==> config.mk <==
export PLATFORM = sky130hd
export DESIGN_NAME = partitioned_rice_residual_decoder_flat
export DESIGN_NICKNAME = d
export VERILOG_FILES = /design/src/prrd_pkg.sv /design/src/prrd_if.sv /design/src/prrd_bit_dec.sv /design/src/prrd_out_reg.sv /design/src/partitioned_rice_residual_decoder.sv /design/src/flat_wrapper.sv
export SDC_FILE = /design/constraint.sdc
export NUM_CORES = 1
export LEC_CHECK = 0
export BUFFER_PORTS_ARGS = -buffer_cell sky130_fd_sc_hd__buf_2
export CORE_MARGIN = 2
export CORE_UTILIZATION = 35
export CTS_BUF_LIST = sky130_fd_sc_hd__clkbuf_8 sky130_fd_sc_hd__clkbuf_16
export DETAILED_ROUTE_END_ITERATION = 10
export GPL_TIMING_DRIVEN = 0
export PLACE_DENSITY_LB_ADDON = 0.08
export SYNTH_ARGS = -nofsm -noshare
export SYNTH_HDL_FRONTEND = slang
export SYNTH_SLANG_ARGS = --single-unit
==> constraint.sdc <==
create_clock -name clk -period 8.1 [get_ports clk]
set_input_delay 0.405 -clock clk [delete_from_list [all_inputs] [get_ports clk]]
set_output_delay 0.405 -clock clk [all_outputs]
set_load 0.05 [all_outputs]
==> src/prrd_pkg.sv <==
// Shared types and constants for the partitioned Rice residual decoder.
`default_nettype none
package prrd_pkg;

  localparam int COUNT_W = 21;

  localparam logic [1:0] ST_OK     = 2'd0;
  localparam logic [1:0] ST_QLIMIT = 2'd1;
  localparam logic [1:0] ST_TRUNC  = 2'd2;

  localparam logic [1:0] METHOD_WIDE = 2'd1;

  typedef enum logic [7:0] {
    PH_METHOD = 8'b0000_0001,
    PH_ORDER  = 8'b0000_0010,
    PH_PARAM  = 8'b0000_0100,
    PH_RAWLEN = 8'b0000_1000,
    PH_UNARY  = 8'b0001_0000,
    PH_REM    = 8'b0010_0000,
    PH_RAW    = 8'b0100_0000,
    PH_DONE   = 8'b1000_0000
  } phase_t;

  typedef struct packed {
    logic signed [31:0]   residual;
    logic [COUNT_W-1:0]   repeat_count;
    logic                 block_done;
    logic [1:0]           status;
  } result_t;

  // Terms for the count of samples still owed when the stream ends early:
  // left = add_v + mul_a * mul_b.
  typedef struct packed {
    logic                 blk_done;
    logic [15:0]          mul_a;
    logic [COUNT_W-1:0]   mul_b;
    logic [COUNT_W-1:0]   add_v;
  } trunc_t;

endpackage
`default_nettype wire

==> src/prrd_if.sv <==
// Valid/ready channel interfaces for the byte input and the result output.
`default_nettype none
interface prrd_in_if;
  logic       valid;
  logic       ready;
  logic [7:0] data_byte;
  logic       final_byte;
  modport source (output valid, output data_byte, output final_byte, input ready);
  modport sink (input valid, input data_byte, input final_byte, output ready);
endinterface

interface prrd_out_if;
  logic                             valid;
  logic                             ready;
  logic signed [31:0]               residual;
  logic [prrd_pkg::COUNT_W-1:0]     repeat_count;
  logic                             block_done;
  logic [1:0]                       status;
  modport source (output valid, output residual, output repeat_count,
                  output block_done, output status, input ready);
  modport sink (input valid, input residual, input repeat_count,
                input block_done, input status, output ready);
endinterface
`default_nettype wire

==> src/prrd_bit_dec.sv <==
// Bit-level decode state machine: consumes one stream bit per advance.
`default_nettype none
module prrd_bit_dec #(
  parameter int QUOTIENT_LIMIT = 65535
) (
  input  wire logic                          clk,
  input  wire logic                          rst_n,
  input  wire logic                          advance,
  input  wire logic                          bit_in,
  input  wire logic                          clear,
  input  wire logic [prrd_pkg::COUNT_W-1:0]  sample_count,
  output logic                               emit_v,
  output prrd_pkg::result_t                  emit_d,
  output prrd_pkg::trunc_t                   trunc
);
  import prrd_pkg::*;

  phase_t             phase_r, phase_nxt;
  logic               wide_r, wide_nxt;
  logic [3:0]         order_r, order_nxt;
  logic [15:0]        parts_r, parts_nxt;
  logic [COUNT_W-1:0] samples_r, samples_nxt;
  logic [4:0]         param_r, param_nxt;
  logic [4:0]         raww_r, raww_nxt;
  logic [15:0]        quot_r, quot_nxt;
  logic [31:0]        acc_r, acc_nxt;
  logic [5:0]         need_r, need_nxt;

  logic [COUNT_W-1:0] size;
  logic [31:0]        acc_sh, val, raw_mask;
  logic [5:0]         need_dec;
  logic [15:0]        q_inc, p_dec;
  logic [COUNT_W-1:0] s_dec;
  logic               do_fin, do_endp, do_start, start_raw, marker;
  logic [4:0]         start_rw;
  logic [5:0]         param_need;

  assign size       = sample_count >> order_r;
  assign acc_sh     = {acc_r[30:0], bit_in};
  assign need_dec   = need_r - 6'd1;
  assign q_inc      = quot_r + 16'd1;
  assign p_dec      = parts_r - 16'd1;
  assign s_dec      = samples_r - COUNT_W'(1);
  assign val        = ({16'b0, quot_r} << param_r) | acc_sh;
  assign raw_mask   = (32'h1 << raww_r) - 32'd1;
  assign param_need = wide_r ? 6'd5 : 6'd4;

  always_comb begin
    phase_nxt = phase_r; wide_nxt = wide_r; order_nxt = order_r;
    parts_nxt = parts_r; samples_nxt = samples_r; param_nxt = param_r;
    raww_nxt = raww_r; quot_nxt = quot_r; acc_nxt = acc_r; need_nxt = need_r;
    emit_v = 1'b0;
    emit_d = '0;
    do_fin = 1'b0; do_endp = 1'b0; do_start = 1'b0; start_raw = 1'b0;
    marker = 1'b0; start_rw = '0;

    unique case (phase_r)
      PH_DONE: ;
      PH_UNARY: begin
        if (!bit_in) begin
          quot_nxt = q_inc;
          if (q_inc >= 16'(QUOTIENT_LIMIT)) begin
            emit_v = 1'b1;
            emit_d.repeat_count = COUNT_W'(1);
            emit_d.status = ST_QLIMIT;
            do_fin = 1'b1;
          end
        end else if (param_r == 5'd0) begin
          emit_v = 1'b1;
          emit_d.residual = {17'b0, quot_r[15:1]} ^ {32{quot_r[0]}};
          emit_d.repeat_count = COUNT_W'(1);
          do_fin = 1'b1;
        end else begin
          phase_nxt = PH_REM;
          need_nxt = {1'b0, param_r};
          acc_nxt = '0;
        end
      end
      default: begin
        acc_nxt = acc_sh;
        need_nxt = need_dec;
        if (need_dec == 6'd0) begin
          unique case (phase_r)
            PH_METHOD: begin
              wide_nxt = (acc_sh[1:0] == METHOD_WIDE);
              phase_nxt = PH_ORDER;
              need_nxt = 6'd4;
              acc_nxt = '0;
            end
            PH_ORDER: begin
              order_nxt = acc_sh[3:0];
              parts_nxt = 16'h1 << acc_sh[3:0];
              phase_nxt = PH_PARAM;
              need_nxt = param_need;
              acc_nxt = '0;
            end
            PH_PARAM: begin
              param_nxt = acc_sh[4:0];
              if (acc_sh[4:0] < (wide_r ? 5'd31 : 5'd15)) begin
                do_start = 1'b1;
              end else begin
                phase_nxt = PH_RAWLEN;
                need_nxt = 6'd5;
                acc_nxt = '0;
              end
            end
            PH_RAWLEN: begin
              raww_nxt = acc_sh[4:0];
              do_start = 1'b1;
              start_raw = 1'b1;
              start_rw = acc_sh[4:0];
            end
            PH_REM: begin
              emit_v = 1'b1;
              emit_d.residual = {1'b0, val[31:1]} ^ {32{val[0]}};
              emit_d.repeat_count = COUNT_W'(1);
              do_fin = 1'b1;
            end
            PH_RAW: begin
              emit_v = 1'b1;
              emit_d.residual = acc_sh[raww_r - 5'd1] ? (acc_sh | ~raw_mask) : acc_sh;
              emit_d.repeat_count = COUNT_W'(1);
              do_fin = 1'b1;
            end
            default: ;
          endcase
        end
      end
    endcase

    if (do_start) begin
      acc_nxt = '0;
      quot_nxt = '0;
      if (size == '0) begin
        do_endp = 1'b1;
        marker = 1'b1;
      end else begin
        samples_nxt = size;
        if (start_raw) begin
          phase_nxt = PH_RAW;
          need_nxt = {1'b0, start_rw};
          if (start_rw == 5'd0) begin
            // zero-width raw partition: one run result covers it
            emit_v = 1'b1;
            emit_d.repeat_count = size;
            samples_nxt = '0;
            do_endp = 1'b1;
          end
        end else begin
          phase_nxt = PH_UNARY;
        end
      end
    end

    if (do_fin) begin
      quot_nxt = '0;
      acc_nxt = '0;
      samples_nxt = s_dec;
      if (s_dec == '0) begin
        do_endp = 1'b1;
      end else if (phase_r == PH_REM) begin
        phase_nxt = PH_UNARY;
      end else if (phase_r == PH_RAW) begin
        need_nxt = {1'b0, raww_r};
      end
    end

    if (do_endp) begin
      parts_nxt = p_dec;
      acc_nxt = '0;
      if (p_dec == 16'd0) begin
        phase_nxt = PH_DONE;
        if (marker) begin
          emit_v = 1'b1;
          emit_d = '0;
        end
        emit_d.block_done = 1'b1;
      end else begin
        phase_nxt = PH_PARAM;
        need_nxt = param_need;
      end
    end
  end

  // samples still owed if the stream stops here
  always_comb begin
    trunc.blk_done = (phase_r == PH_DONE);
    trunc.mul_b = size;
    if (phase_r == PH_METHOD || phase_r == PH_ORDER) begin
      trunc.mul_a = '0;
      trunc.add_v = sample_count;
    end else if (phase_r == PH_PARAM || phase_r == PH_RAWLEN) begin
      trunc.mul_a = parts_r;
      trunc.add_v = '0;
    end else begin
      trunc.mul_a = p_dec;
      trunc.add_v = samples_r;
    end
  end

  always_ff @(posedge clk) begin
    if (!rst_n || clear) begin
      phase_r <= PH_METHOD;
      wide_r <= 1'b0;
      order_r <= '0;
      parts_r <= '0;
      samples_r <= '0;
      param_r <= '0;
      raww_r <= '0;
      quot_r <= '0;
      acc_r <= '0;
      need_r <= 6'd2;
    end else if (advance) begin
      phase_r <= phase_nxt;
      wide_r <= wide_nxt;
      order_r <= order_nxt;
      parts_r <= parts_nxt;
      samples_r <= samples_nxt;
      param_r <= param_nxt;
      raww_r <= raww_nxt;
      quot_r <= quot_nxt;
      acc_r <= acc_nxt;
      need_r <= need_nxt;
    end
  end

endmodule
`default_nettype wire

==> src/prrd_out_reg.sv <==
// Output register holding one result beat until the sink takes it.
`default_nettype none
module prrd_out_reg (
  input  wire logic         clk,
  input  wire logic         rst_n,
  input  wire logic         load,
  input  prrd_pkg::result_t load_d,
  output logic              free,
  prrd_out_if.source        out_ch
);
  import prrd_pkg::*;

  logic    valid_r;
  result_t data_r;

  assign free = !valid_r || out_ch.ready;

  always_ff @(posedge clk) begin
    if (!rst_n) begin
      valid_r <= 1'b0;
    end else if (free) begin
      valid_r <= load;
    end
  end

  always_ff @(posedge clk) begin
    if (load && free) begin
      data_r <= load_d;
    end
  end

  assign out_ch.valid        = valid_r;
  assign out_ch.residual     = data_r.residual;
  assign out_ch.repeat_count = data_r.repeat_count;
  assign out_ch.block_done   = data_r.block_done;
  assign out_ch.status       = data_r.status;

endmodule
`default_nettype wire

==> src/partitioned_rice_residual_decoder.sv <==
// Top level: byte sequencer around the serial Rice decode unit.
`default_nettype none
// Partitioned Rice residual decoder. Takes the coded stream one byte per
// input beat, MSB first, and produces one result beat per decoded residual
// (or per zero run, quotient-limit sample, empty-block marker or truncation
// record). Each byte is shifted through a single bit-serial decode unit, one
// bit per clock while the shifter is not stalled. A byte is accepted in
// idle and then shifted; no new byte is taken before its last bit is
// shifted. Any cycle in which a result is due while the output register is
// still full stalls the bit shifter for that cycle. After a beat marked
// final_byte, S_TMUL forms the owed sample count on a 16x21 multiplier and
// S_TEMIT posts the truncation record, unless the block was already done,
// while the decoder is returned to its reset state (sample_count kept).
// S_TEMIT is held while that record is due and the output register is full.
// in_ch.ready is high only while the block waits for a byte. sample_count
// is written through cfg_we/cfg_wdata and is read when a partition starts.
module partitioned_rice_residual_decoder #(
  parameter int QUOTIENT_LIMIT = 65535
) (
  input  wire logic                          clk,
  input  wire logic                          rst_n,
  prrd_in_if.sink                            in_ch,
  prrd_out_if.source                         out_ch,
  input  wire logic                          cfg_we,
  input  wire logic [prrd_pkg::COUNT_W-1:0]  cfg_wdata
);
  import prrd_pkg::*;

  typedef enum logic [3:0] {
    S_IDLE  = 4'b0001,
    S_BITS  = 4'b0010,
    S_TMUL  = 4'b0100,
    S_TEMIT = 4'b1000
  } seq_t;

  seq_t               state_r, state_nxt;
  logic [COUNT_W-1:0] count_r;
  logic [7:0]         byte_r;
  logic               final_r;
  logic [2:0]         bit_idx_r;
  logic [COUNT_W-1:0] left_r;
  logic               skip_r;

  logic               emit_v, free, advance, clear, load;
  result_t            emit_d, load_d;
  trunc_t             trunc;
  logic [36:0]        prod;

  // sample count register
  always_ff @(posedge clk) begin
    if (!rst_n) begin
      count_r <= COUNT_W'(4096);
    end else if (cfg_we) begin
      count_r <= cfg_wdata;
    end
  end

  assign in_ch.ready = (state_r == S_IDLE);

  // one bit per cycle; hold while a result is due and the output is full
  assign advance = (state_r == S_BITS) && (!emit_v || free);
  assign clear   = (state_r == S_TEMIT) && (skip_r || free);

  prrd_bit_dec #(.QUOTIENT_LIMIT(QUOTIENT_LIMIT)) u_dec (
    .clk          (clk),
    .rst_n        (rst_n),
    .advance      (advance),
    .bit_in       (byte_r[7]),
    .clear        (clear),
    .sample_count (count_r),
    .emit_v       (emit_v),
    .emit_d       (emit_d),
    .trunc        (trunc)
  );

  assign prod = {21'b0, trunc.mul_a} * {16'b0, trunc.mul_b};

  always_comb begin
    load = 1'b0;
    load_d = emit_d;
    if (state_r == S_BITS) begin
      load = emit_v;
    end else if (state_r == S_TEMIT) begin
      load = !skip_r;
      load_d.residual = '0;
      load_d.repeat_count = left_r;
      load_d.block_done = 1'b1;
      load_d.status = ST_TRUNC;
    end
  end

  prrd_out_reg u_out (
    .clk    (clk),
    .rst_n  (rst_n),
    .load   (load),
    .load_d (load_d),
    .free   (free),
    .out_ch (out_ch)
  );

  always_comb begin
    state_nxt = state_r;
    unique case (state_r)
      S_IDLE: begin
        if (in_ch.valid) state_nxt = S_BITS;
      end
      S_BITS: begin
        if (advance && bit_idx_r == 3'd7) begin
          state_nxt = final_r ? S_TMUL : S_IDLE;
        end
      end
      S_TMUL: state_nxt = S_TEMIT;
      S_TEMIT: begin
        if (clear) state_nxt = S_IDLE;
      end
      default: state_nxt = S_IDLE;
    endcase
  end

  always_ff @(posedge clk) begin
    if (!rst_n) begin
      state_r <= S_IDLE;
      bit_idx_r <= '0;
    end else begin
      state_r <= state_nxt;
      if (state_r == S_IDLE) begin
        bit_idx_r <= '0;
      end else if (advance) begin
        bit_idx_r <= bit_idx_r + 3'd1;
      end
    end
  end

  always_ff @(posedge clk) begin
    if (state_r == S_IDLE && in_ch.valid) begin
      byte_r <= in_ch.data_byte;
      final_r <= in_ch.final_byte;
    end else if (advance) begin
      byte_r <= {byte_r[6:0], 1'b0};
    end
    if (state_r == S_TMUL) begin
      left_r <= prod[COUNT_W-1:0] + trunc.add_v;
      skip_r <= trunc.blk_done;
    end
  end

endmodule
`default_nettype wire
==> src/flat_wrapper.sv <==
// flat-port wrapper written by rule: the top's interface ports become plain ports
module partitioned_rice_residual_decoder_flat import prrd_pkg::*;
#(
  parameter int QUOTIENT_LIMIT = 65535
)
  (clk, rst_n, cfg_we, cfg_wdata, in_ch_valid, in_ch_data_byte, in_ch_final_byte, in_ch_ready, out_ch_valid, out_ch_residual, out_ch_repeat_count, out_ch_block_done, out_ch_status, out_ch_ready);
  prrd_in_if in_ch_i ();
  prrd_out_if out_ch_i ();
  input  wire logic clk;
  input  wire logic rst_n;
  input  wire logic cfg_we;
  input  wire logic [prrd_pkg::COUNT_W-1:0] cfg_wdata;
  input wire logic [$bits(in_ch_i.valid)-1:0] in_ch_valid;
  input wire logic [$bits(in_ch_i.data_byte)-1:0] in_ch_data_byte;
  input wire logic [$bits(in_ch_i.final_byte)-1:0] in_ch_final_byte;
  output wire logic [$bits(in_ch_i.ready)-1:0] in_ch_ready;
  output wire logic [$bits(out_ch_i.valid)-1:0] out_ch_valid;
  output wire logic [$bits(out_ch_i.residual)-1:0] out_ch_residual;
  output wire logic [$bits(out_ch_i.repeat_count)-1:0] out_ch_repeat_count;
  output wire logic [$bits(out_ch_i.block_done)-1:0] out_ch_block_done;
  output wire logic [$bits(out_ch_i.status)-1:0] out_ch_status;
  input wire logic [$bits(out_ch_i.ready)-1:0] out_ch_ready;
  assign in_ch_i.valid = in_ch_valid;
  assign in_ch_i.data_byte = in_ch_data_byte;
  assign in_ch_i.final_byte = in_ch_final_byte;
  assign in_ch_ready = in_ch_i.ready;
  assign out_ch_valid = out_ch_i.valid;
  assign out_ch_residual = out_ch_i.residual;
  assign out_ch_repeat_count = out_ch_i.repeat_count;
  assign out_ch_block_done = out_ch_i.block_done;
  assign out_ch_status = out_ch_i.status;
  assign out_ch_i.ready = out_ch_ready;
  partitioned_rice_residual_decoder #(.QUOTIENT_LIMIT(QUOTIENT_LIMIT)) u_core (.clk(clk), .rst_n(rst_n), .in_ch(in_ch_i), .out_ch(out_ch_i), .cfg_we(cfg_we), .cfg_wdata(cfg_wdata));
endmodule
* Word-level counts from Yosys, hierarchy flattened
Cells that the tools add are included.
** Storage, ports and cells
- Word-level logic and storage cells :: 226
- Output and inout port bits :: 58
- Bits in registers :: 229
- Bits of input ports :: 35
** Cells by class
- Add/subtract/negate cells :: 8
- Muxes and demuxes :: 119
- Equality and inequality tests :: 23
- $mul :: 1
- Order comparisons :: 3
- Shifts and indexed selects :: 4
- Reductions and logical operators :: 39
- Bitwise operators :: 7
** Operators by type and width (count)
- $mux W56 :: 5
- $mux W21 :: 12
- $mux W31 :: 7
- $pmux W53 S2 :: 2
- $mux W16 :: 10
- $pmux W31 S2 :: 2
- $mux W53 :: 2
- $mux W8 :: 13
- $mux W6 :: 13
- $mux W32 :: 2
- $or A32 B32 Y32 :: 2
- $logic_not A21 Y1 :: 2
- $mux W1 :: 34
- $not A32 Y32 :: 1
- $shl A1 B5 Y32 const A :: 1
- $shl A16 B5 Y32 :: 1
- $sub A32 B1 Y32 const B :: 1
- $xor A15 B32 Y32 :: 1
- $xor A31 B32 Y32 :: 1
- $pmux W8 S3 :: 1
- $reduce_and A4 Y1 :: 6
- $add A21 B21 Y21 :: 1
- $mul A16 B21 Y21 :: 1
- $shr A21 B4 Y21 :: 1
- other kinds (51) :: 82

* Depth between registers and ports, before layout
- Depth in word-level cells :: 18
- Mapped depth :: 30

* Hierarchy
A second synthesis with hierarchy kept.
** Second synthesis, totals
- Cells, all modules :: 2798
- Area total of the unflattened synthesis :: 23517.6 um2
** Modules (own cells, without submodules)
- prrd_bit_dec :: seq. area each 2262.2 um2, area an instance 12211.7 um2, cells an instance 1714, times used 1
- partitioned_rice_residual_decoder :: seq. area each 1491.4 um2, area an instance 9566.7 um2, cells an instance 1023, times used 1
- prrd_out_reg :: seq. area each 1701.6 um2, area an instance 1739.2 um2, cells an instance 61, times used 1

* Least setup slack after synthesis
OpenSTA, ideal clock, no wires.
- Kind :: register -> register
- From :: register u_core.u_dec.phase_r[4]
- To :: register u_core.left_r[20], data pin
- Arrival :: 7.004 ns
- Library setup time :: 0.258 ns
- Data required time :: 7.842 ns
- Stages on the path, launching flop included :: 28
- Path slack :: 0.838 ns
- Cell sequence :: dfxtp_1 -> clkbuf_1 -> nor4_1 -> and4_1 -> clkbuf_1 -> clkbuf_1 -> clkbuf_1 -> or2_2 -> clkbuf_1 -> nor2_1 -> fa_1 -> inv_1 -> fa_1 -> fa_1 -> fa_1 -> inv_1 -> fa_1 -> inv_1 -> fa_1 -> inv_1 -> ha_1 -> nand3_1 -> a211o_1 -> nand4_1 -> a31oi_1 -> o21ai_0 -> a31oi_1 -> xnor2_1
** On the way
- Cells in the longest elaborated chain, start to end :: 6
** Ends and longest elaborated chain
- start, declared :: RTL line prrd_bit_dec.sv:18 : phase_t phase_r, phase_nxt;
- start signal, assigned :: RTL line prrd_bit_dec.sv:214 : phase_r <= phase_nxt;
- $eq A8 B3 Y1 or $eq A8 B4 Y1 (tied branches) :: RTL line prrd_bit_dec.sv:192 : end else if (phase_r == PH_PARAM || phase_r == PH_RAWLEN) begin
- $logic_or A1 B1 Y1 :: RTL line prrd_bit_dec.sv:192
- $mux W16 :: RTL line prrd_bit_dec.sv:192
- $mux W16 :: RTL line prrd_bit_dec.sv:189 : if (phase_r == PH_METHOD || phase_r == PH_ORDER) begin
- $mul A16 B21 Y21 :: RTL line partitioned_rice_residual_decoder.sv:76 : assign prod = {21'b0, trunc.mul_a} * {16'b0, trunc.mul_b};
- $add A21 B21 Y21 * :: RTL line partitioned_rice_residual_decoder.sv:142 : left_r <= prod[COUNT_W-1:0] + trunc.add_v;
- end signal, assigned :: RTL line partitioned_rice_residual_decoder.sv:142
- end, declared :: RTL line partitioned_rice_residual_decoder.sv:41 : logic [COUNT_W-1:0] left_r;
Mark *: on every way between the ends. The rest lies on a longest branch, timed or not.
A chain may end at the register's enable or synchronous reset.

* Worst setup path in the final report
- From :: register u_core.u_dec.phase_r[0]
- To :: register u_core.left_r[20], data pin
Same word-level chain as after synthesis.

==> run metrics <==
I/O pin cnt=93; crit path max fanout=10; hold crit path type=input port to flip-flop; TritonCTS buffer count=31; final max-slew violation count=0; share of layout cells above drive strength 1=13.12%; Routed WL per cell=23.53 um; Site Rows=93; nets=3164; CTS max path bufs=3; register clock-pin slew on the reported worst setup and hold paths=0.06 ns; GPL Wtd Cong=0.9196; pre-CTS setup slack=-1.048 ns; first-pass GRT wire length=134.0 mm; max-cap violation count=0; hold slack=0.03372 ns; Final Worst Setup Slack=0.2682 ns; Die H=260.1 um; sum of buffers and inverters on the critical path=4; dominant synthesized flop cell=dfxtp_1; Via density=5.622; Netlist cell types=85; # DRC=0; Root Buffer=clkbuf_16; power density cells=117.7 nW/um2; Final Cycle Share=96.69%; VDD IR max=0.1587 mV; Peak Freq=0.1277 GHz; Avg Cell Area, Syn=8.340 um2; GRT Util Overall=26.04%; gr ovfl total=0; DRT antenna net count=0; DIE AREA=67660 um2; count leader, synth=nand2_1; Leak=0.01036 uW; Yosys top cell area share=14.74%; Clk Latency, worst-skew pair=0.61 ns; Worst Tran Pin Value=1.328 ns; Critical Path RT=8.43 ns; post-synthesis sequential area ratio=23.76%; H-tree depth=1; Mapped Cells=2753; area added between synthesis and finish=13.25%; pin count of the biggest net entering global routing=30; CTS sink cnt=229; most used cell along the critical path=xnor2_1; Setup CP Type=flip-flop to flip-flop; top cells by area, synth=fa_1 (15%), dfxtp_1 (12%), edfxtp_1 (11%); crit path capture type=flip-flop; Max stage delay cell, worst path=fa_1; Clk pwr share=48.5%; syn nets=3031; Core ar.=64700 um2; Critical Path Start Type=flip-flop; Synth async-reset ratio=0%; status=finished, final reports clean; final hold violation count=0; Switching Share=27.02%; initial core utilization=35.49%; Commonest cells post-synth=nand2_1 (335), inv_1 (273), nor2_1 (243); Logic pwr share=10.9%; clock skew=0.03897 ns; CTS tree=yes; Reg power frac=40.6%; post-synth top area cell=fa_1; DR iter-0 viols=1911; min Tclk post-route=7.832 ns; DRT Pass-1 Iters=8; largest delay contributor family on the critical path=adder cells; hpwl dp=70.42 mm; Die X=260.1 um; switching pwr=827.0 uW; vias in the first global route=20943; Crit path arrival time=8.16 ns; Post-synth EDFFs=87; initial antenna violation count=1; Synth Cell Area=22960 um2; via count=21179; Detailed Route WL=88.63 mm; final setup fails=0; PortBufs=90; Max-slew headroom=8.947%; FF+latch count, synth=229; cell internal pwr=2233 uW; critical path's largest stage delay=0.55 ns; synth warn=0
flip-flops by register name, indices dropped and copies added (netlist names), 2 cells and up:
register	count
u_core.left_r	21
u_core.count_r	21
u_core.u_out.out_ch.repeat_count	21
u_core.u_out.out_ch.residual	32
u_core.u_dec.raww_r	5
u_core.u_dec.quot_r	16
u_core.u_dec.parts_r	16
u_core.u_dec.need_r	6
u_core.u_dec.acc_r	31
u_core.u_dec.param_r	5
u_core.u_out.out_ch.status	2
u_core.u_dec.order_r	4
u_core.u_dec.phase_r	8
u_core.byte_r	8
u_core.bit_idx_r	3
u_core.state_r	4
u_core.u_dec.samples_r	21
worst paths after layout:
| kind | slack [ns] | cells after the start | start | end |
|---|---|---|---|---|
| setup / recovery | 0.27 | 26 | u_core.u_dec.phase_r[0] | u_core.left_r[20] |
| hold / removal | 0.03 | 3 | cfg_wdata[12] | u_core.count_r[12] |
| setup reg to reg | 0.27 | 26 | u_core.u_dec.phase_r[0] | u_core.left_r[20] |
| hold reg to reg | 0.46 | 2 | u_core.bit_idx_r[2] | u_core.bit_idx_r[2] |
kinds of logic after synthesis:
logic type      after synthesis  synth area share, %
fa+ha+maj                   243                18.77
xor+xnor                    130                5.019
mux                         144                8.321
flops                       229                23.76
simple gates                990                20.92
compound gates              550                15.13
buf+inv                     467                8.082
layer usage:
metal  vias up  share of wire [%]  global-route usage [%]
met5         -                  0                       0
met4         0                3.0                   8.063
met3       138                6.4                   3.187
met2       764                 46                   42.04
met1     10554                 45                   36.29
li1       9723                  -                       -
final cells by class:
class                           count  area (um2)
Inverter                          277        1040
Sequential cell                   229        5455
Antenna cell                        1       2.502
Fill cell                        6746       38690
Clock buffer                       33       803.3
Tap cell                          855        1070
Clock inverter                     25       285.3
Buffer                            182       807.0
Multi-Input combinational cell   2057       15900
Timing Repair Buffer              108       640.6
power groups by stage:
stage	logic, uW	clock network (uW)	registers [uW]
finish	333	1480	1240
global route	360	1560	1240
CTS	329	1520	1240
detailed placement	325	0	1270
global placement	320	0	1270
floorplan	216	0	1250
worst register-to-register path, delay by kind of cell, from the launching register on:
kind	cells	cell delay [ns]
AND/OR/NAND/NOR	5	1.10
adder cells (fa/ha/maj)	6	2.98
XOR/XNOR	11	2.41
buffers and inverters	4	0.78
flip-flops	1	0.29
what timing repair did:
action	in CTS	in global routing
pin swaps	3	5
setup endpoints to repair	9	6
setup buffers	4	5
gates resized for setup	28	33
endpoints found under the hold margin	1	0
hold buffers	1	0
stage by stage:
step                      power (uW)  utilization [%]  cells   TNS (ns)  instance area (um2)
final                           3060            40.19   3767          0                26000
after CTS                       3092            39.98   3765          0                25860
after global placement          1586            37.84   3698     -74.34                24480
after detailed placement        1592            38.07   3706     -5.760                24630
after global routing            3167            40.19   3766  -0.006475                26000
after floorplan                 1463                -   2753          0                22960
placed cells by master, fill, tap and decap left out, types with 16 or more instances in the layout:
cell       Yosys  layout
nand2_1      335     335
inv_1        273     281
nor2_1       243     237
fa_1         169     169
a21oi_1      152     146
dfxtp_1      142     142
clkbuf_1     148     127
o21ai_0      113     112
buf_2         14     106
edfxtp_1      87      87
xnor2_1       83      79
ha_1          74      74
mux2i_1       68      65
nand3_1       61      61
nor3_1        60      60
o22ai_1       52      52
xor2_1        46      45
nor2b_1       42      42
mux2_2        39      39
a22oi_1       35      35
mux4_2        33      33
or3_1         33      33
nand2b_1      32      32
clkbuf_16      0      31
o31ai_1       30      30
and2_1        25      25
a21oi_2       22      25
nand3_2       24      24
a31oi_1       24      23
nand4_1       23      23
and3_1        21      21
nor4_1        22      19
buf_1         18      18
or2_2         16      16
(Power assumes the default switching activity.)
